File: config.mk
export PLATFORM = sky130hd
export DESIGN_NAME = lifo_table_with_keyed_delete
export DESIGN_NICKNAME = d
export VERILOG_FILES = /design/src/hdl/lifo_kd_pkg.sv /design/src/hdl/lifo_table_with_keyed_delete.sv /design/src/hdl/lifo_kd_dp.sv /design/src/hdl/lifo_kd_ctrl.sv
export SDC_FILE = /design/constraint.sdc
export NUM_CORES = 1
export LEC_CHECK = 0
export CAP_MARGIN = 30
export CORE_MARGIN = 2
export CORE_UTILIZATION = 50
export CTS_CLUSTER_SIZE = 40
export DETAILED_ROUTE_END_ITERATION = 8
export DONT_BUFFER_PORTS = 1
export GPL_TIMING_DRIVEN = 0
export SLEW_MARGIN = 20
export SYNTH_ARGS = -nofsm -noshare
export SYNTH_HDL_FRONTEND = slang
export SYNTH_SLANG_ARGS = --single-unit
File: constraint.sdc
create_clock -name clk_i -period 6.85 [get_ports clk_i]
set_clock_uncertainty 0.2 [all_clocks]
set_input_delay 1.37 -clock clk_i [delete_from_list [all_inputs] [get_ports clk_i]]
set_output_delay 1.37 -clock clk_i [all_outputs]
set_load 0.1 [all_outputs]
File: src/hdl/lifo_kd_pkg.sv
`timescale 1ns / 1ps
// ----------------------------------------------------------------------------
// lifo_kd_pkg
// shared sizes, codes and controller/datapath interface types for the
// bounded key stack with keyed delete
// ----------------------------------------------------------------------------
package lifo_kd_pkg;

  localparam int unsigned DEPTH    = 8;
  localparam int unsigned KEY_BITS = 64;

  localparam int unsigned IDX_W = (DEPTH > 1) ? $clog2(DEPTH) : 1;
  localparam int unsigned CNT_W = $clog2(DEPTH + 1);

  // fixed field widths of the stream ports
  localparam int unsigned FUNC_W       = 2;
  localparam int unsigned CAR_KEY_W    = 64;
  localparam int unsigned STATUS_W     = 3;
  localparam int unsigned ENTRY_CNT_W  = 4;
  localparam int unsigned IN_TDATA_W   = 64;
  localparam int unsigned OUT_TDATA_W  = 8;

  // operation codes, code three decodes as a search since it is neither push nor remove
  localparam logic [FUNC_W-1:0] OP_PUSH   = 2'd0;
  localparam logic [FUNC_W-1:0] OP_REMOVE = 2'd1;
  localparam logic [FUNC_W-1:0] OP_SEARCH = 2'd2;

  typedef enum logic [STATUS_W-1:0] {
    ST_PUSHED    = 3'd0,
    ST_FULL      = 3'd1,
    ST_EMPTY     = 3'd2,
    ST_REMOVED   = 3'd3,
    ST_NOT_FOUND = 3'd4,
    ST_PRESENT   = 3'd5
  } status_e;

  typedef struct packed {
    logic    ld_in;       // capture operation and key
    logic    push_wr;     // write key on top and bump the count
    logic    idx_ld_top;  // point the index at the top entry
    logic    idx_inc;
    logic    idx_dec;
    logic    rd_en;       // read entry at index into the read register
    logic    shift_wr;    // move read register one slot down
    logic    cnt_dec;
    logic    set_st;
    status_e st;
    logic    out_ld;      // load the result register
  } cmd_t;

  typedef struct packed {
    logic is_push;
    logic is_remove;
    logic full;
    logic empty;
    logic hit;
    logic idx_zero;
    logic shift_more;     // an entry above the index still has to move down
  } sts_t;

endpackage

File: src/hdl/lifo_table_with_keyed_delete.sv
`timescale 1ns / 1ps
// ----------------------------------------------------------------------------
// lifo_table_with_keyed_delete
// bounded stack of keys with push, topmost-match remove with compaction,
// and search; one result word per input word
// ----------------------------------------------------------------------------
//
// channel   dir  tdata             tuser
// s_axis    in   car_key[63:0]     func[1:0]
// m_axis    out  entry_count[3:0]  status[2:0]
//
// one word at a time through a key store with one write port and a registered read:
// push, full and empty cases go from accept through decode to the result load;
// a scan reads and then compares each entry examined, compaction reads and then
// writes each entry moved, and the controller returns to idle after each load
// reset clears the count and the result valid; the store itself is not cleared
// a stalled result holds in its register; the next word is taken once the
// previous result is loaded there
// ----------------------------------------------------------------------------
module lifo_table_with_keyed_delete (
  input  logic                                 clk_i,
  input  logic                                 rst_ni,
  input  logic                                 s_axis_tvalid,
  output logic                                 s_axis_tready,
  input  logic [lifo_kd_pkg::IN_TDATA_W-1:0]   s_axis_tdata,   // car_key
  input  logic [lifo_kd_pkg::FUNC_W-1:0]       s_axis_tuser,   // func
  output logic                                 m_axis_tvalid,
  input  logic                                 m_axis_tready,
  output logic [lifo_kd_pkg::OUT_TDATA_W-1:0]  m_axis_tdata,   // entry_count, zero pad
  output logic [lifo_kd_pkg::STATUS_W-1:0]     m_axis_tuser    // status
);

  lifo_kd_pkg::cmd_t                   cmd;
  lifo_kd_pkg::sts_t                   sts;
  logic [lifo_kd_pkg::ENTRY_CNT_W-1:0] entry_count;

  lifo_kd_ctrl u_ctrl (
    .clk_i       (clk_i),
    .rst_ni      (rst_ni),
    .in_valid_i  (s_axis_tvalid),
    .in_ready_o  (s_axis_tready),
    .out_valid_o (m_axis_tvalid),
    .out_ready_i (m_axis_tready),
    .cmd_o       (cmd),
    .sts_i       (sts)
  );

  lifo_kd_dp u_dp (
    .clk_i         (clk_i),
    .rst_ni        (rst_ni),
    .cmd_i         (cmd),
    .sts_o         (sts),
    .func_i        (s_axis_tuser),
    .car_key_i     (s_axis_tdata[lifo_kd_pkg::CAR_KEY_W-1:0]),
    .status_o      (m_axis_tuser),
    .entry_count_o (entry_count)
  );

  assign m_axis_tdata = lifo_kd_pkg::OUT_TDATA_W'(entry_count);

endmodule

File: src/hdl/lifo_kd_dp.sv
`timescale 1ns / 1ps
// ----------------------------------------------------------------------------
// lifo_kd_dp
// datapath: key store, count, scan index, compare and result register
// ----------------------------------------------------------------------------
module lifo_kd_dp (
  input  logic                                 clk_i,
  input  logic                                 rst_ni,
  input  lifo_kd_pkg::cmd_t                    cmd_i,
  output lifo_kd_pkg::sts_t                    sts_o,
  input  logic [lifo_kd_pkg::FUNC_W-1:0]       func_i,
  input  logic [lifo_kd_pkg::CAR_KEY_W-1:0]    car_key_i,
  output logic [lifo_kd_pkg::STATUS_W-1:0]     status_o,
  output logic [lifo_kd_pkg::ENTRY_CNT_W-1:0]  entry_count_o
);

  logic [lifo_kd_pkg::KEY_BITS-1:0] mem [lifo_kd_pkg::DEPTH];

  logic [lifo_kd_pkg::FUNC_W-1:0]      func_q;
  logic [lifo_kd_pkg::KEY_BITS-1:0]    key_q;
  logic [lifo_kd_pkg::KEY_BITS-1:0]    rdata_q;
  logic [lifo_kd_pkg::CNT_W-1:0]       count_q, count_d;
  logic [lifo_kd_pkg::IDX_W-1:0]       idx_q, idx_d;
  lifo_kd_pkg::status_e                st_q;
  logic [lifo_kd_pkg::STATUS_W-1:0]    out_status_q;
  logic [lifo_kd_pkg::ENTRY_CNT_W-1:0] out_count_q;
  logic                                wr_en;
  logic [lifo_kd_pkg::IDX_W-1:0]       wr_addr;
  logic [lifo_kd_pkg::KEY_BITS-1:0]    wr_data;
  logic [lifo_kd_pkg::CNT_W-1:0]       idx_ext;

  assign idx_ext = lifo_kd_pkg::CNT_W'(idx_q);

  assign sts_o.is_push    = (func_q == lifo_kd_pkg::OP_PUSH);
  assign sts_o.is_remove  = (func_q == lifo_kd_pkg::OP_REMOVE);
  assign sts_o.full       = (count_q == lifo_kd_pkg::CNT_W'(lifo_kd_pkg::DEPTH));
  assign sts_o.empty      = (count_q == '0);
  assign sts_o.hit        = (rdata_q == key_q);
  assign sts_o.idx_zero   = (idx_q == '0);
  assign sts_o.shift_more = ((idx_ext + lifo_kd_pkg::CNT_W'(1)) < count_q);

  always_comb begin
    count_d = count_q;
    if (cmd_i.push_wr) begin
      count_d = count_q + lifo_kd_pkg::CNT_W'(1);
    end else if (cmd_i.cnt_dec) begin
      count_d = count_q - lifo_kd_pkg::CNT_W'(1);
    end
  end

  always_comb begin
    idx_d = idx_q;
    if (cmd_i.idx_ld_top) begin
      idx_d = lifo_kd_pkg::IDX_W'(count_q - lifo_kd_pkg::CNT_W'(1));
    end else if (cmd_i.idx_inc) begin
      idx_d = idx_q + lifo_kd_pkg::IDX_W'(1);
    end else if (cmd_i.idx_dec) begin
      idx_d = idx_q - lifo_kd_pkg::IDX_W'(1);
    end
  end

  // one write port: push goes on top, compaction writes one below the index
  always_comb begin
    wr_en   = cmd_i.push_wr | cmd_i.shift_wr;
    wr_addr = cmd_i.push_wr ? lifo_kd_pkg::IDX_W'(count_q) : idx_q - lifo_kd_pkg::IDX_W'(1);
    wr_data = cmd_i.push_wr ? key_q : rdata_q;
  end

  always_ff @(posedge clk_i) begin
    if (wr_en) begin
      mem[wr_addr] <= wr_data;
    end
    if (cmd_i.rd_en) begin
      rdata_q <= mem[idx_q];
    end
  end

  always_ff @(posedge clk_i or negedge rst_ni) begin
    if (!rst_ni) begin
      count_q <= '0;
    end else begin
      count_q <= count_d;
    end
  end

  always_ff @(posedge clk_i) begin
    idx_q <= idx_d;
    if (cmd_i.ld_in) begin
      func_q <= func_i;
      key_q  <= car_key_i[lifo_kd_pkg::KEY_BITS-1:0];
    end
    if (cmd_i.set_st) begin
      st_q <= cmd_i.st;
    end
    if (cmd_i.out_ld) begin
      out_status_q <= st_q;
      out_count_q  <= lifo_kd_pkg::ENTRY_CNT_W'(count_q);
    end
  end

  assign status_o      = out_status_q;
  assign entry_count_o = out_count_q;

endmodule

File: src/hdl/lifo_kd_ctrl.sv
`timescale 1ns / 1ps
// ----------------------------------------------------------------------------
// lifo_kd_ctrl
// controller: sequences decode, top-down scan, compaction and the result
// ----------------------------------------------------------------------------
module lifo_kd_ctrl (
  input  logic              clk_i,
  input  logic              rst_ni,
  input  logic              in_valid_i,
  output logic              in_ready_o,
  output logic              out_valid_o,
  input  logic              out_ready_i,
  output lifo_kd_pkg::cmd_t cmd_o,
  input  lifo_kd_pkg::sts_t sts_i
);

  typedef enum logic [2:0] {
    S_IDLE,
    S_DECODE,
    S_RD,
    S_CMP,
    S_SH_RD,
    S_SH_WR,
    S_RESP
  } state_e;

  state_e state_q, state_d;
  logic   out_valid_q, out_valid_d;

  always_comb begin
    cmd_o   = '0;
    cmd_o.st = lifo_kd_pkg::ST_NOT_FOUND;
    state_d = state_q;
    case (state_q)
      S_IDLE: begin
        if (in_valid_i) begin
          cmd_o.ld_in = 1'b1;
          state_d     = S_DECODE;
        end
      end
      S_DECODE: begin
        cmd_o.set_st = 1'b1;
        state_d      = S_RESP;
        if (sts_i.is_push) begin
          if (sts_i.full) begin
            cmd_o.st = lifo_kd_pkg::ST_FULL;
          end else begin
            cmd_o.push_wr = 1'b1;
            cmd_o.st      = lifo_kd_pkg::ST_PUSHED;
          end
        end else if (sts_i.empty) begin
          cmd_o.st = sts_i.is_remove ? lifo_kd_pkg::ST_EMPTY : lifo_kd_pkg::ST_NOT_FOUND;
        end else begin
          cmd_o.set_st     = 1'b0;
          cmd_o.idx_ld_top = 1'b1;
          state_d          = S_RD;
        end
      end
      S_RD: begin
        cmd_o.rd_en = 1'b1;
        state_d     = S_CMP;
      end
      S_CMP: begin
        if (sts_i.hit) begin
          cmd_o.set_st = 1'b1;
          if (!sts_i.is_remove) begin
            cmd_o.st = lifo_kd_pkg::ST_PRESENT;
            state_d  = S_RESP;
          end else if (sts_i.shift_more) begin
            cmd_o.set_st  = 1'b0;
            cmd_o.idx_inc = 1'b1;
            state_d       = S_SH_RD;
          end else begin
            cmd_o.cnt_dec = 1'b1;
            cmd_o.st      = lifo_kd_pkg::ST_REMOVED;
            state_d       = S_RESP;
          end
        end else if (sts_i.idx_zero) begin
          cmd_o.set_st = 1'b1;
          cmd_o.st     = lifo_kd_pkg::ST_NOT_FOUND;
          state_d      = S_RESP;
        end else begin
          cmd_o.idx_dec = 1'b1;
          state_d       = S_RD;
        end
      end
      S_SH_RD: begin
        cmd_o.rd_en = 1'b1;
        state_d     = S_SH_WR;
      end
      S_SH_WR: begin
        cmd_o.shift_wr = 1'b1;
        if (sts_i.shift_more) begin
          cmd_o.idx_inc = 1'b1;
          state_d       = S_SH_RD;
        end else begin
          cmd_o.cnt_dec = 1'b1;
          cmd_o.set_st  = 1'b1;
          cmd_o.st      = lifo_kd_pkg::ST_REMOVED;
          state_d       = S_RESP;
        end
      end
      S_RESP: begin
        // result register free or being drained this cycle
        if (!out_valid_q || out_ready_i) begin
          cmd_o.out_ld = 1'b1;
          state_d      = S_IDLE;
        end
      end
      default: begin
        state_d = S_IDLE;
      end
    endcase
  end

  always_comb begin
    out_valid_d = out_valid_q;
    if (cmd_o.out_ld) begin
      out_valid_d = 1'b1;
    end else if (out_ready_i) begin
      out_valid_d = 1'b0;
    end
  end

  always_ff @(posedge clk_i or negedge rst_ni) begin
    if (!rst_ni) begin
      state_q     <= S_IDLE;
      out_valid_q <= 1'b0;
    end else begin
      state_q     <= state_d;
      out_valid_q <= out_valid_d;
    end
  end

  assign in_ready_o  = (state_q == S_IDLE);
  assign out_valid_o = out_valid_q;

endmodule
**Word-level counts from Yosys, hierarchy flattened**

Memories as Yosys holds them, arrays and structs flattened. A register that Yosys moved wholly into a read port is not among the register bits.
Cells that the tools add are included.
Widths: inputs -> output; s select.

- Add/sub/neg operators: 5
- Order comparisons: 1
- Equality and inequality tests: 11
- Muxes and demuxes: 54
- Bitwise logic cells: 1
- Reduce and logical (&&, ||, !) cells: 11

Operators by type and width:

| operator | number |
|---|---|
| $eq 64x64->1 | 1 |
| $mux 64 | 1 |
| $mux 3 | 15 |
| $mux 1 | 25 |
| $pmux 3 s7 | 1 |
| $mux 4 | 4 |
| $pmux 4 s3 | 1 |
| $eq 3x3->1 const B | 3 |
| $mux 2 | 4 |
| $eq 3x2->1 const B | 2 |
| $logic_not 3->1 | 2 |
| $mux 5 | 1 |
| $add 3x1->4 const B | 1 |
| $add 4x1->4 const B | 1 |
| $eq 4x4->1 const B | 1 |
| $logic_not 4->1 | 1 |
| $lt 4x4->1 | 1 |
| $pmux 1 s2 | 2 |
| $reduce_bool 2->1 | 2 |
| $sub 4x1->4 const B | 1 |
| $add 3x1->3 const B | 1 |
| $eq 3x1->1 const B | 1 |
| $reduce_bool 3->1 | 1 |
| $sub 3x1->3 const B | 1 |
| other kinds (9) | 9 |

- Register bits: 87
- RAM bits: 512
- Bits of input ports: 70
- Output and inout port bits: 13
- Memories kept: 1

Memories:

| memory | words | width | read ports | clocked after Yosys merged registers in | wr ports | RTL line | text |
|---|---|---|---|---|---|---|---|
| u_dp.mem | 8 | 64 | 1 | 1 | 1 | lifo_kd_dp.sv:17 | `logic [lifo_kd_pkg::KEY_BITS-1:0] mem [lifo_kd_pkg::DEPTH];` |

**Logic depth before layout (Yosys ltp)**

Gate-level depths: netlist (run 1).

- Word-level depth: 8
- Depth in mapped cells: 13
- Mapped depth without buffers: 10

**Cells and area by module**

A second synthesis (run 1) with hierarchy kept.

- Cells, all modules: 1,178
- Area, all modules: 26,200.1 µm²

Modules (own cells, without submodules):

| module | times used | cells an instance | area an instance (µm²) | seq. area each (µm²) |
|---|---|---|---|---|
| lifo_kd_dp | 1 | 1,115 | 25,745.9 | 19,769.0 |
| lifo_kd_ctrl | 1 | 58 | 420.4 | 100.1 |
| lifo_table_with_keyed_delete | 1 | 5 | 33.8 | 0.0 |

**Least setup slack after synthesis (run 1)**

Ideal clock, no wire load.

- Kind: register to register
- From: register u_dp.idx_q[1] (netlist bit)
- To: memory u_dp.mem[3][0] (netlist bit) (enable)
- Library setup time: 0.487 ns
- Data arrival time: 4.503 ns
- Path slack: 1.660 ns
- Cell stages (with the launch flop): 8
- Clock period less this slack: 5.190 ns
- Path through: edfxtp_1 clkbuf_1 buf_1 inv_1 ha_1 nor3_1 a31oi_1 nor2_1

- Longest elaborated chain between the ends: 2

Ends and longest elaborated chain:

| what | RTL line | text |
|---|---|---|
| from (decl) | lifo_kd_dp.sv:23 | `logic [lifo_kd_pkg::IDX_W-1:0] idx_q, idx_d;` |
| from (signal assigned) | lifo_kd_dp.sv:87 | `idx_q <= idx_d;` |
| $sub 3x1->3 | lifo_kd_dp.sv:65 | `wr_addr = cmd_i.push_wr ? lifo_kd_pkg::IDX_W'(count_q) : idx_q - lifo_kd_pkg::IDX_W'(1);` |
| $mux 3 | lifo_kd_dp.sv:65 |  |
| to (decl) | lifo_kd_dp.sv:17 |  |

Every way passes these cells.

**Worst setup path after layout (run 1)**

- From: register u_dp.idx_q[0] (netlist bit)
- To: register u_dp.idx_q[2] (netlist bit), data pin

- Longest elaborated chain between the ends: 8
- Elaborated cells on any way between the ends: 11

Ends and longest elaborated chain:

| what | RTL line | text |
|---|---|---|
| $add 3x1->4 | lifo_kd_dp.sv:40 | `assign sts_o.shift_more = ((idx_ext + lifo_kd_pkg::CNT_W'(1)) < count_q);` |
| $lt 4x4->1 | lifo_kd_dp.sv:40 |  |
| $mux 1 | lifo_kd_ctrl.sv:69, lifo_kd_ctrl.sv:93 |  |
| $mux 1 | lifo_kd_ctrl.sv:66 | `if (!sts_i.is_remove) begin` |
| $mux 1 | lifo_kd_ctrl.sv:64 | `if (sts_i.hit) begin` |
| $pmux 1 s2 | lifo_kd_ctrl.sv:34 | `case (state_q)` |
| $mux 3 * | lifo_kd_dp.sv:55 | `end else if (cmd_i.idx_inc) begin` |
| $mux 3 * | lifo_kd_dp.sv:53 | `if (cmd_i.idx_ld_top) begin` |
| net u_dp.idx_d, one bit | lifo_kd_dp.sv:23 |  |

Mark *: on every way through the listed nets, which the timed path passes. The rest lies on a longest branch. The select of a mux whose other input is x is not followed.
A chain may end at the register's enable or synchronous reset.

==> metrics.cfg, run 1 <==
[die]
dieArea_sq_um = 53900
initial_core_util_pct = 50.6
fp.dieH_um = 232
io_pins = 83
rows = 83
coreArea_sq_um = 51400
die_w_um = 232

[setup_path]
end_kind = register
cp_max_fo = 10
r2r_slack_ns = 2.16
timing.rr.end = u_dp.idx_q[2]$_DFFE_PP_
start_kind = register
cp-endpoint = u_dp.idx_q[2]$_DFFE_PP_
rr_startpoint = u_dp.idx_q[0]$_DFFE_PP_
crit_type = register to register
r2r_cells = 13
crit_start = u_dp.idx_q[0]$_DFFE_PP_
arrival_ns = 4.82
cp.required_ns = 6.97

[global_route]
grt_most_used_layer = met2
met1_usage_pct = 32.9
grt_pass1_wl_um = 88100
grt_util_met3_pct = 3.90
met2_usage_pct = 36.4
track_usage_pct = 22.8
grt_max_degree = 39
grt-ovfl-total = 0
grt_pass1_vias = 13200
grt_antenna_before_repair = 0

[placement]
dp_cells = 2179
port_buffers = 0
hpwl_um = 38900
place_area_sq_um = 27900
finalWeightedCongestion = 0.797

[clock_network]
cts_buffers = 71
holdBufCountCts = 0
clock_latency_ns = 0.61
post_cts_resized = 0
max-clock-path-buffers = 3
post_cts_buffers = 0
cts-root-buf = clkbuf_16
htreeDepth = 3
clock_sinks = 663
cts.reportedPaths.clkPinSlew_ns = 0.06
cts_tree = done

[synthesis]
synth_common_cells = edfxtp_1, nand2_1, mux4_2
synth-seq-cells = 663
yosysMostFrequentCell = edfxtp_1
syn_inst = 1458
ys_top_cells_by_area = edfxtp_1, mux4_2, nand2_1
ys_types = 46
yosys.area.top_type = edfxtp_1
synth_top_area_share_pct = 75.6
synth-edff-count = 655
avgSynthCellArea_sq_um = 17.9
seq_area_frac_synth_pct = 76.3
syn_area_sq_um = 26000
yosysWarningCount = 0
ys.flop_type = edfxtp_1
async_flop_share_pct = 1.21

[sta]
setup_viol = 0
drv_slew = 0
clock.fmax_mhz = 213
period_share_pct = 68.5
maxSlewHeadroom_pct = 36.0
rsz0062_at_grt = no
post-route-min-period_ns = 4.69
tightest_slew_ns = 0.960
timing_hold_violations_final = 0

[outcome]
outcome = completed

[pwr]
leakage_uw = 0.0101
power_density_nw_per_um2 = 457
ir_worst_vdd_v = 0.000262

[detailed_routing]
wl_um = 59700
via_per_inst = 5.71
dr.first_iter.drc_count = 1542
ant_nets = 0
vias = 13200
route.detailed.drc = 0
firstDrtPassIters = 7
wl_per_cell_um = 25.9

[cells_and_area]
area_growth_pct = 15.8
final_area_sq_um = 30100
n_antenna_cell = 0
num-nets-final = 1650
drive_gt1_share_pct = 19.2
final_cells = 2308

[min_path]
hold_class = register to register

[flow_run]
max_cap_viol_count = 0

-- layout make-up --
class	instances	area (sq um)
Multi-Input combinational cell	721	5900
Timing Repair Buffer	38	931
Inverter	9	33.8
Sequential cell	663	19900
Clock inverter	35	309
Fill cell	3809	21300
Clock buffer	94	1930
Tap cell	680	851
Buffer	68	320
-- placed cells by master, fill, tap and decap left out, types with 4 or more instances in the layout --
cell,synthesis,routed
ha_1,8,8
buf_4,12,12
clkinv_2,0,9
clkbuf_16,0,74
a21oi_1,5,4
dfrtp_1,8,8
nand4_1,16,16
a31oi_1,4,4
buf_12,0,12
nor4_2,4,4
inv_1,9,9
conb_1,1,4
nor2_4,0,8
buf_16,0,24
nor3_1,12,11
bufinv_16,0,5
edfxtp_1,655,655
nand2_1,399,399
clkbuf_1,36,56
nor2_1,20,12
nand3_1,4,4
mux4_2,128,128
buf_2,16,16
buf_1,4,4
clkinv_1,0,16
o21ai_0,8,8
nand2b_1,4,4
xnor2_1,67,67
-- how the worst min path moves through the flow --
stage / startpoint / end / depth (start not counted)
2_1_floorplan: u_dp.st_q[0]$_DFFE_PP_ / u_dp.status_o[0]$_DFFE_PP_ / 0
6_report: u_dp.st_q[2]$_DFFE_PP_ / u_dp.status_o[2]$_DFFE_PP_ / 0
3_5_place_dp: u_dp.st_q[2]$_DFFE_PP_ / u_dp.status_o[2]$_DFFE_PP_ / 0
4_1_cts: u_dp.st_q[2]$_DFFE_PP_ / u_dp.status_o[2]$_DFFE_PP_ / 0
5_1_grt: rst_ni / u_ctrl.state_q[2]$_DFFE_PN0P_ / 0
3_3_place_gp: u_dp.st_q[1]$_DFFE_PP_ / u_dp.status_o[1]$_DFFE_PP_ / 0
-- routing by layer --
metal | vias up | part of all wire [%]
li1 | 5808 | -
met1 | 6866 | 44
met2 | 401 | 48
met3 | 98 | 5.3
met4 | 0 | 2.3
met5 | - | 0
-- cell families (layout without fill, tap and decap cells) --
logic type	Yosys count	count (layout)	synth area share (%)
flip-flops	663	663	76.3
AND/OR/NAND/NOR	470	470	7.32
multiplexers	130	130	11.2
buffers and inverters	77	244	1.36
XOR/XNOR	70	70	2.36
AO/OA/AOI/OAI	39	39	1.08
adder cells (fa/ha/maj)	8	8	0.385
other	1	4	0.0144
-- power breakdown --
group | internal [uW] | total [uW] | leakage (uW) | switching [uW]
sequential | 5730 | 6070 | 0.00605 | 346
combinational | 1460 | 4010 | 0.00295 | 2550
clock | 2170 | 3690 | 0.00109 | 1520
-- registers in the layout, summed over array words and instances, names as in the netlist --
name,cells
u_dp.status_o,3
u_dp.mem,512
u_dp.st_q,3
u_dp.func_q,2
u_ctrl.state_q,3
u_dp.entry_count_o,4
u_dp.key_q,64
u_dp.rdata_q,64
u_dp.idx_q,3
u_dp.count_q,4
u_ctrl.out_valid_o,1
-- critical path, cell delays in order, from the launching register on --
cell and delay [ns]:
edfxtp_1 0.35, clkbuf_1 0.33, clkbuf_1 0.57, buf_2 0.49, inv_1 0.21, ha_1 0.43, ha_1 0.30, a21boi_0 0.12
o21ai_0 0.36, a21o_1 0.27, nand2_1 0.10, o22ai_2 0.29, mux2i_1 0.27, o21ai_1 0.11
-- through the flow --
step	utilization (%)	total power [uW]	setup TNS, ns	hold WS [ns]	worst slack [ns]
floorplan	-	8690	0	0.200	1.66
CTS	58.6	13900	0	0.218	2.18
global placement	52.3	9940	-1314.73	0.202	-2.62
global route	58.6	14400	0	0.234	1.95
finish	58.6	13800	0	0.222	2.16
detailed placement	54.3	10200	0	0.205	2.19
No activity file was read; power rests on OpenSTA's default activity.
==> run 2, diff against run 1 <==
- ABC_AREA: default -> 1
- PLACE_DENSITY: default -> 0.68
- clock period: 6.85 -> 4.3 ns (I/O delays scaled with it)
==> run 2 against run 1 <==
Against the previous run: synthesized area rose by 2.7%; synthesized cell count rose by 50%; global-route usage rose by 1.0 points; critical endpoint unchanged.
==> metrics.cfg, run 2 <==
[detailed_routing]
ant_nets = 0
route.detailed.drc = 0
firstDrtPassIters = 6
via_per_inst = 5.73
dr.first_iter.drc_count = 2073
vias = 17400
wl_um = 66300
wl_per_cell_um = 21.8

[clock_network]
htreeDepth = 3
cts-root-buf = clkbuf_16
clock_sinks = 663
cts_buffers = 70
max-clock-path-buffers = 3
cts_tree = done
cts.reportedPaths.clkPinSlew_ns = 0.06
clock_latency_ns = 0.60

[setup_path]
end_kind = register
start_kind = register
cp_max_fo = 10
crit_type = register to register
crit_start = u_dp.idx_q[2]$_DFFE_PP_
cp-endpoint = u_dp.idx_q[2]$_DFFE_PP_
slowest_delay_ns = 0.73
rr_startpoint = u_dp.idx_q[2]$_DFFE_PP_
arrival_ns = 4.14
timing.rr.end = u_dp.idx_q[2]$_DFFE_PP_
crit_slowest_cell = clkbuf_1
r2r_slack_ns = 0.25
cp.required_ns = 4.39
crit_chain = inv_1 > clkbuf_1 > clkbuf_1 > nor3_1 > ha_1 > a21oi_1 > nand2_2 > nor2_2 > nand4_1 > nand2_1 > a21oi_1 > nand2_1
r2r_cells = 12

[synthesis]
async_flop_share_pct = 1.21
synth_common_cells = edfxtp_1, nor2_1, o21ai_0
ys_top_cells_by_area = edfxtp_1, nor2_1, o21ai_0
syn_inst = 2191
ys_types = 36
synth-edff-count = 655
avgSynthCellArea_sq_um = 12.2
synth_top_area_share_pct = 73.6
ys.flop_type = edfxtp_1
synth-seq-cells = 663
yosysMostFrequentCell = edfxtp_1
syn_area_sq_um = 26700
yosysWarningCount = 0
yosys.area.top_type = edfxtp_1
seq_area_frac_synth_pct = 74.3

[placement]
port_buffers = 0
hpwl_um = 42700
place_area_sq_um = 28400
dp_cells = 2913
finalWeightedCongestion = 0.824

[die]
fp.dieH_um = 235
coreArea_sq_um = 52800
initial_core_util_pct = 50.7
io_pins = 83
die_w_um = 235
rows = 84
dieArea_sq_um = 55300

[pwr]
pwr-share-clk_pct = 24.6
swShare_pct = 36.8
leakage_uw = 0.0105
switchingPower_uw = 8470
power.total_uw = 23000
ir_worst_vdd_v = 0.000332
power.internal_uw = 14600
power_density_nw_per_um2 = 754
p_seq_share_pct = 42.4
pwr-share-comb_pct = 33.0

[sta]
period_share_pct = 94.1
maxSlewHeadroom_pct = 29.7
drv_slew = 0
rsz0062_at_grt = no
timing_hold_violations_final = 0
setup_viol = 0
whs_ns = 0.148
clock.fmax_mhz = 247
post-route-min-period_ns = 4.05
tightest_slew_ns = 1.04

[cells_and_area]
final_area_sq_um = 30600
n_antenna_cell = 0
final_common_cell = edfxtp_1
reg.largest.list = u_dp.mem (512), u_dp.key_q (64), u_dp.rdata_q (64)
drive_gt1_share_pct = 8.46
final_cell_mix = edfxtp_1, nor2_1, o21ai_0
max_flop_register = u_dp.mem
largest_reg_flops = 512
area_growth_pct = 14.4
num-nets-final = 2377
final.fill_count = 4144
final_cells = 3039

[flow_run]
max_cap_viol_count = 0

[outcome]
outcome = completed

[global_route]
track_usage_pct = 23.8
grt_max_degree = 26
grt_pass1_vias = 17200
grt_pass1_wl_um = 100000
grt_antenna_before_repair = 0
grt-ovfl-total = 0

[min_path]
hold_class = input port to register

run 2: cells by family after synthesis:
kind of cell	count (synthesis)	share of synthesized area, %
simple gates	826	11.9
flops	663	74.3
compound gates	441	8.91
buf+inv	218	3.36
xor+xnor	34	1.11
fa+ha+maj	8	0.374
other cells	1	0.0140
run 2: through the flow:
step | TNS (ns) | utilization, % | setup WS [ns]
4_1_cts | 0 | 57.9 | 0.136
6_report | 0 | 58.0 | 0.255
3_5_place_dp | 0 | 53.8 | 0.146
3_3_place_gp | -1846.51 | 52.4 | -4.20
5_1_grt | 0 | 58.0 | 0.153
2_1_floorplan | -284.33 | - | -0.918
run 2: cell type report:
cell class                      instances  area (sq um)  share of cell area (%)
Sequential cell                       663         19900                    65.0
Clock buffer                           88          1930                    6.30
Inverter                              100           375                    1.23
Multi-Input combinational cell       1313          6060                    19.8
Timing Repair Buffer                   34           736                    2.41
Tap cell                              688           861                    2.82
Buffer                                117           520                    1.70
Clock inverter                         36           228                   0.745
run 2: worst min path at each step:
stage / slack, ns / to / start / cells after the start
global route: 0.12 / u_dp.key_q[13]$_DFFE_PP_ / s_axis_tdata[13] / 0
floorplan: 0.20 / u_dp.status_o[0]$_DFFE_PP_ / u_dp.st_q[0]$_DFFE_PP_ / 0
CTS: 0.12 / u_dp.key_q[50]$_DFFE_PP_ / s_axis_tdata[50] / 0
finish: 0.15 / u_dp.key_q[52]$_DFFE_PP_ / s_axis_tdata[52] / 0
global placement: 0.20 / u_dp.status_o[2]$_DFFE_PP_ / u_dp.st_q[2]$_DFFE_PP_ / 0
detailed placement: 0.21 / u_dp.status_o[0]$_DFFE_PP_ / u_dp.st_q[0]$_DFFE_PP_ / 0
run 2: power groups by stage:
stage | combinational, uW | sequential (uW) | clock, uW
floorplan | 4660 | 9800 | 0
global placement | 6820 | 9950 | 0
detailed placement | 7490 | 9870 | 0
CTS | 7550 | 9750 | 5760
finish | 7600 | 9760 | 5680
global route | 8340 | 9840 | 5990
run 2: layer usage:
metal | GRT usage [%] | vias to the layer above | part of all wire (%)
li1 | - | 7937 | -
met1 | 31.9 | 8525 | 41
met2 | 39.3 | 790 | 48
met3 | 4.32 | 148 | 8.2
met4 | 8.80 | 0 | 3.5
met5 | 0 | - | 0
run 2: critical path: cells and delay by family (launching register included):
family                   cells  cell delay, ns
AO/OA/AOI/OAI                2            0.28
buffers and inverters        3            1.59
AND/OR/NAND/NOR              6            0.87
adder cells (fa/ha/maj)      1            0.33
flip-flops                   1            0.46
run 2: repair_timing:
item | in CTS | in global routing
hold buffers | 1 | 0
resized for setup | 0 | 2
endpoints found under the hold margin | 8 | 0
buffers inserted | 0 | 0
setup endpoints to repair | 0 | 94
